$ cat config.mk
export PLATFORM = sky130hd
export DESIGN_NAME = quoted_token_scanner
export DESIGN_NICKNAME = d
export VERILOG_FILES = /design/src/design/qts_pkg.sv /design/src/design/quoted_token_scanner.sv
export SDC_FILE = /design/constraint.sdc
export NUM_CORES = 1
export LEC_CHECK = 0
export ABC_AREA = 1
export ABC_CLOCK_PERIOD_IN_PS = 3570
export BUFFER_PORTS_ARGS = -buffer_cell sky130_fd_sc_hd__buf_4
export CAP_MARGIN = 20
export CORE_MARGIN = 1
export CORE_UTILIZATION = 45
export CTS_BUF_LIST = sky130_fd_sc_hd__clkbuf_4
export DETAILED_ROUTE_END_ITERATION = 8
export PLACE_DENSITY = 0.72
export SYNTH_ARGS = -nofsm -noshare
export SYNTH_HDL_FRONTEND = slang
export SYNTH_SLANG_ARGS = --single-unit
export TNS_END_PERCENT = 30
$ cat constraint.sdc
create_clock -name clk -period 3.57 [get_ports clk]
set_clock_uncertainty 0.15 [all_clocks]
set_input_delay 0.357 -clock clk [delete_from_list [all_inputs] [get_ports clk]]
set_output_delay 0.357 -clock clk [all_outputs]
set_load 0.05 [all_outputs]
$ cat src/design/qts_pkg.sv
`default_nettype none

package qts_pkg;

  localparam int unsigned CharWidth = 8;
  localparam int unsigned LenWidth  = 10;

  localparam logic [CharWidth-1:0] ChQuote     = 8'h22;
  localparam logic [CharWidth-1:0] ChBackslash = 8'h5C;
  localparam logic [CharWidth-1:0] ChN         = 8'h6E;
  localparam logic [CharWidth-1:0] ChT         = 8'h74;
  localparam logic [CharWidth-1:0] ChNewline   = 8'h0A;
  localparam logic [CharWidth-1:0] ChTab       = 8'h09;
  localparam logic [CharWidth-1:0] ChSpace     = 8'h20;
  localparam logic [CharWidth-1:0] ChBlankLow  = 8'h09;
  localparam logic [CharWidth-1:0] ChBlankHigh = 8'h0D;

  localparam logic [LenWidth-1:0] MaxLengthReset = 10'd255;

  typedef enum logic [1:0] {
    SCAN_SKIP   = 2'd0,
    SCAN_BARE   = 2'd1,
    SCAN_QUOTED = 2'd2,
    SCAN_ESCAPE = 2'd3
  } scan_mode_t;

  typedef struct packed {
    logic [CharWidth-1:0] in_byte;
    logic                 at_end;
  } in_item_t;

  typedef struct packed {
    logic [CharWidth-1:0] out_char;
    logic                 token_done;
    logic                 status;
    logic [LenWidth-1:0]  token_length;
  } out_item_t;

endpackage

`default_nettype wire

$ cat src/design/quoted_token_scanner.sv
// A byte taken on the input waits in the input register; any result it yields is
// registered in the result register. Throughput: one byte per cycle while out_stall
// does not hold a result; the input register and the result register each take a new
// transfer in the same cycle that the previous one moves on.
// Reset (rst, synchronous, active high) empties both registers, returns the scanner
// to skipping whitespace with a zero character count, and sets max_length to 255.
`default_nettype none

module quoted_token_scanner import qts_pkg::*; (
  input  wire logic                clk,
  input  wire logic                rst,
  input  wire logic                in_valid,
  output      logic                in_stall,
  input  wire in_item_t            in_data,
  output      logic                out_valid,
  input  wire logic                out_stall,
  output      out_item_t           out_data,
  input  wire logic                cfg_we,
  input  wire logic [LenWidth-1:0] cfg_wdata
);

  logic [LenWidth-1:0] max_length;
  logic                hold_valid;
  in_item_t            hold;
  scan_mode_t          mode;
  scan_mode_t          mode_next;
  logic [LenWidth-1:0] char_count;
  logic [LenWidth-1:0] char_count_next;
  logic                advance;
  logic                blank;
  logic                full;
  logic                emit;
  logic                finish;
  logic                finish_err;
  logic [CharWidth-1:0] emit_char;
  logic                result;
  out_item_t           result_item;
  logic                slot_free;

  assign slot_free = !out_valid || !out_stall;
  assign advance   = hold_valid && slot_free;
  assign in_stall  = hold_valid && !advance;

  assign blank = (hold.in_byte == ChSpace) ||
                 ((hold.in_byte >= ChBlankLow) && (hold.in_byte <= ChBlankHigh));
  assign full  = char_count >= max_length;

  always_comb begin
    emit       = 1'b0;
    finish     = 1'b0;
    finish_err = 1'b0;
    emit_char  = hold.in_byte;
    case (mode)
      SCAN_SKIP: begin
        if (hold.at_end) begin
          finish     = 1'b1;
          finish_err = 1'b1;
        end else if (!blank && hold.in_byte != ChQuote) begin
          emit = 1'b1;
        end
      end
      SCAN_BARE: begin
        if (hold.at_end || blank) begin
          finish = 1'b1;
        end else if (full) begin
          finish     = 1'b1;
          finish_err = 1'b1;
        end else begin
          emit = 1'b1;
        end
      end
      SCAN_QUOTED: begin
        if (hold.at_end) begin
          finish     = 1'b1;
          finish_err = 1'b1;
        end else if (hold.in_byte == ChQuote) begin
          finish = 1'b1;
        end else if (full) begin
          finish     = 1'b1;
          finish_err = 1'b1;
        end else if (hold.in_byte != ChBackslash) begin
          emit = 1'b1;
        end
      end
      SCAN_ESCAPE: begin
        if (hold.at_end) begin
          finish     = 1'b1;
          finish_err = 1'b1;
        end else if (hold.in_byte == ChQuote || hold.in_byte == ChBackslash) begin
          emit = 1'b1;
        end else if (hold.in_byte == ChN) begin
          emit      = 1'b1;
          emit_char = ChNewline;
        end else if (hold.in_byte == ChT) begin
          emit      = 1'b1;
          emit_char = ChTab;
        end else begin
          finish     = 1'b1;
          finish_err = 1'b1;
        end
      end
      default: begin
        emit = 1'b0;
      end
    endcase
  end

  always_comb begin
    mode_next = mode;
    if (finish) begin
      mode_next = SCAN_SKIP;
    end else begin
      case (mode)
        SCAN_SKIP: begin
          if (!hold.at_end && !blank) begin
            mode_next = (hold.in_byte == ChQuote) ? SCAN_QUOTED : SCAN_BARE;
          end
        end
        SCAN_QUOTED: begin
          if (!emit) begin
            mode_next = SCAN_ESCAPE;
          end
        end
        SCAN_ESCAPE: begin
          mode_next = SCAN_QUOTED;
        end
        default: begin
          mode_next = mode;
        end
      endcase
    end
  end

  always_comb begin
    result                   = emit || finish;
    char_count_next          = char_count;
    result_item.out_char     = '0;
    result_item.token_done   = 1'b0;
    result_item.status       = 1'b0;
    result_item.token_length = char_count;
    if (finish) begin
      char_count_next          = '0;
      result_item.token_done   = 1'b1;
      result_item.status       = finish_err;
    end else if (emit) begin
      char_count_next          = char_count + LenWidth'(1);
      result_item.out_char     = emit_char;
      result_item.token_length = char_count + LenWidth'(1);
    end
  end

  always_ff @(posedge clk) begin
    if (rst) begin
      max_length <= MaxLengthReset;
      hold_valid <= 1'b0;
      mode       <= SCAN_SKIP;
      char_count <= '0;
      out_valid  <= 1'b0;
    end else begin
      if (cfg_we) begin
        max_length <= cfg_wdata;
      end
      if (in_valid && !in_stall) begin
        hold_valid <= 1'b1;
      end else if (advance) begin
        hold_valid <= 1'b0;
      end
      if (advance) begin
        mode       <= mode_next;
        char_count <= char_count_next;
      end
      if (advance && result) begin
        out_valid <= 1'b1;
      end else if (!out_stall) begin
        out_valid <= 1'b0;
      end
    end
  end

  always_ff @(posedge clk) begin
    if (in_valid && !in_stall) begin
      hold <= in_data;
    end
    if (advance && result) begin
      out_data <= result_item;
    end
  end

  a_reset_clears: assert property (@(posedge clk)
    rst |=> (mode == SCAN_SKIP && char_count == '0 && !out_valid && !hold_valid))
    else $error("Reset did not clear the scanner state.");

  a_skip_count_zero: assert property (@(posedge clk) disable iff (rst)
    (mode == SCAN_SKIP) |-> (char_count == '0))
    else $error("Character count is nonzero while skipping whitespace.");

  a_char_status_ok: assert property (@(posedge clk) disable iff (rst)
    (out_valid && !out_data.token_done) |-> (!out_data.status && out_data.token_length != '0))
    else $error("Character result carries an error or a zero length.");

  a_stall_needs_hold: assert property (@(posedge clk) disable iff (rst)
    in_stall |-> (hold_valid && out_valid && out_stall))
    else $error("Input stalled without a blocked result.");

endmodule

`default_nettype wire
==> summary by stage <==
Worst setup path
The buffers plus inverters on the worst setup path is 4. In this design, the stage delay of the slowest critical-path cell is ~530 ps. For the worst setup path, the data required time is ~3400 ps.

The critical path startpoint category is a flop. Walking the worst path, the cells encountered are inv_1, ha_1, inv_1, nand2_1, nand2_1, nand2_1, nand3_1, nand3_1, inv_1, nand2_1, nand3_2, nor2_4, nor2_8, o21ai_2, inv_1. In this run the worst path has a maximum fanout of 20.

The number of logic stages on the critical path including buffering is 15. The worst setup path is captured at a flop. The worst register-to-register path has a depth of 15.

The type of the worst setup path is flop to flop. At the worst endpoint, the arrival time is 2760 ps. The slowest stage of the critical path belongs to the cell inv_1. The family of cells with the greatest summed delay on the critical path is buffers and inverters.

Synthesis
The biggest area contributor in the post-synthesis netlist is edfxtp_1. After synthesis, the mean cell area works out to between 8 and 9 sq um. The synthesized cell area is ~0.0028 sq mm.

The mux cell area share after synthesis is 0%. The portion of the post-synthesis area used by sequential elements is a little under half. The area share of the largest cell type after synthesis is a little under a third. The xor-xnor portion of the synthesized cell area is 0.928%. The number of warning messages in the yosys log is 0. The post-synthesis cell type count is 27. The synthesized design contains 53 register bits.

The number of instances in the synthesized netlist is approximately 350. The synthesized netlist devotes between 10% and 20% of its cell area to compound gates. Of the total synthesized cell area, the portion taken by full adders, half adders and majority gates is between 6 and 7%. The share of synthesized cell area in and, or, nand and nor gates is a little under a quarter. By area, the combinational part of the netlist is dominated by simple AND/OR/NAND/NOR gates. By area the synthesized netlist is led by edfxtp_1 31%, dfxtp_1 17%, nand2_1 8.9%.

When the netlist entered floorplanning its net count stood at ~380.

Route
After detailed routing, the number of remaining DRC violations is 0. Dividing the detail-routed via count by the number of cells gives 4.93. Dividing the detail-routed wire length by the instance count gives between 10 and 15 microns. The detailed-route via count is roughly 2300. The final routed wirelength across all metal layers is 5390 microns. In this run the remaining antenna-violating nets after routing total 0. The first TritonRoute pass finished after 4 iterations. The first routing iteration left between 150 and 200 violations.

Hold path
The cell count of the worst hold path is 3. The min-delay analysis places its worst path in the category primary input to flop.

Clock tree
The number of clock buffers added by TritonCTS is 5. The number of H-tree levels is 2. The clock reaches the later pin of the worst-skew pair after about 370 ps. The number of gates resized after CTS was 0.

The clock-pin slew reported for the worst setup and hold paths after clock tree synthesis is 140 ps. The clock drives between 50 and 60 sinks. The longest clock path from root to sink contains 2 buffers.

The hold buffer count at CTS is 9. The tree is rooted in a clkbuf_4. The clock tree from TritonCTS is built.

Buffers added to address setup during post-CTS repair amount to 0.

Final layout
Compared with the post-synthesis result, the final layout area differs by 20.0%. The proportion of layout cells with a drive suffix above 1 is 18.5%. Cells fill 56.7% of the core in the end. In the final design database the tool counted ~440 nets. The number of diodes is 0.

Power and ir drop
The analysis attributes to cell leakage a power of 1.52 nW. In this run the power density over the cells is 412 mW/mm^2. IR analysis of the VDD net gives a maximum drop of around 0.00024 V.

Die
The height of the chip is slightly above 80 microns. Once the floorplan was initialized, standard cells occupied between 40% and 50% of the core. The die covers about 0.0066 sq mm.

The core region is approximately 0.006 sq mm. 46 I/O pins were placed. Row generation in the floorplan step produced 28 rows.

The die is 81.3 microns wide.

Global route
The overflow left after global routing is 0. The number of antenna violations at the first check in global routing came to 0. The via count of the first global-routing pass is between 1500 and 2000. For this run, the total global-route usage over all layers was measured as around 18%.

The first global-routing pass estimated ~9000 microns of wire. Entering global routing, the biggest net connects 22 pins.

STA
Setup violations remaining at the end of the flow were counted as 0. Summed over all failing endpoints, the final setup total negative slack is 0 ps. For this run, the top clock speed supported by timing is 346 MHz. The time the final worst path needs with I/O delays and setup is ~2900 ps.

Measured against its own limit, the worst slew margin works out to between 40 and 50%. At the pin with the least slew margin, the transition time is around 770 ps. Setup repair after global routing left no endpoint under its margin. The final hold violation count is 0. The total count of max-transition violations in the final report is 0. Dividing the final minimum period by the clock period gives 81.0%.

Flow run
Across the run, the number of max-cap violations was 0.

Outcome
The run finished with clean final reports.

Placement
The number of buffer cells added on primary ports is 45. The detailed placement HPWL is a little over 4000 microns. The congestion estimate from routability-driven global placement came to around 0.9.
## flip-flops by register name, indices dropped and copies added, names as in the netlist
signal / flops
out_data: 20
max_length: 10
hold_valid: 1
mode: 2
out_valid: 1
char_count: 10
hold: 9
## Yosys cell counts, drive strengths merged
master	n
inv	51
nand2	71
xor2	3
nor2	40
a41oi	1
clkbuf	6
nor4	2
o21ai	41
nand4	4
nand3	23
edfxtp	29
ha	15
a21oi	27
nor3	5
dfxtp	24
a21o	1
buf	2
## worst paths after layout
check	startpoint	end	slack, ps
setup / recovery	char_count[0]$_SDFFE_PP0P_	out_data[13]$_SDFFCE_PP0P_	680
setup reg to reg	char_count[0]$_SDFFE_PP0P_	out_data[13]$_SDFFCE_PP0P_	680
hold / removal	cfg_wdata[1]	max_length[1]$_SDFFE_PP1P_	40
hold reg to reg	max_length[9]$_SDFFE_PP0P_	max_length[9]$_SDFFE_PP0P_	320
## metrics by stage
| stage | setup WS [ps] | total power [W] | instances | instance area (sq um) | hold slack [ps] |
|---|---|---|---|---|---|
| floorplan | 1070 | 0.000986 | 345 | 2830 | 285 |
| detailed placement | 671 | 0.00107 | 458 | 3230 | 308 |
| global route | 344 | 0.00148 | 475 | 3400 | 30.3 |
| global placement | 789 | 0.00106 | 458 | 3230 | 302 |
| finish | 679 | 0.00140 | 475 | 3400 | 36.8 |
| CTS | 649 | 0.00141 | 475 | 3400 | 23.1 |
## kinds of logic after synthesis
family	count (synthesis)
simple gates	145
compound gates	70
buf+inv	59
flops	53
fa+ha+maj	15
xor+xnor	3
## tightest hold or removal path: stages
cell     delay (ps)
buf_4            80
a21oi_1          50
o21ai_0          60
## where the power goes
| part | internal (W) | leakage (nW) | switching [W] |
|---|---|---|---|
| sequential | 0.000698 | 0.476 | 0.0000257 |
| combinational | 0.000113 | 1.00 | 0.000229 |
| clock | 0.000154 | 0.0433 | 0.000182 |
| total | 0.000964 | 1.52 | 0.000437 |
## layout make-up
type	instances	area [sq um]
clock buffer	6	45.0
clock inverter	2	33.8
fill	544	2590
inverter	51	191
multi-input combinational	233	1250
sequential	53	1350
tap	75	93.8
timing repair buffer	55	435
## metal layers
layer | track usage, % | vias up | wire length (microns)
met5 | 0 | - | 0
met4 | 5.36 | 0 | 69
met3 | 3.37 | 5 | 308
met2 | 26.2 | 67 | 2320
met1 | 25.5 | 1019 | 2690
li1 | - | 1249 | -
## placed cells by master, fill, tap and decap left out, drive strengths merged
cell / instances
a21oi: 27
inv: 51
dfxtp: 24
edfxtp: 29
nor2: 40
buf: 46
o21ai: 41
dlygate4sd3: 9
ha: 15
nor4: 2
nor3: 5
a21o: 1
xor2: 3
bufinv: 1
nand3: 23
clkbuf: 6
nand4: 4
nand2: 71
a41oi: 1
clkinv: 1
Note: power is estimated with default switching activity, not from simulation.
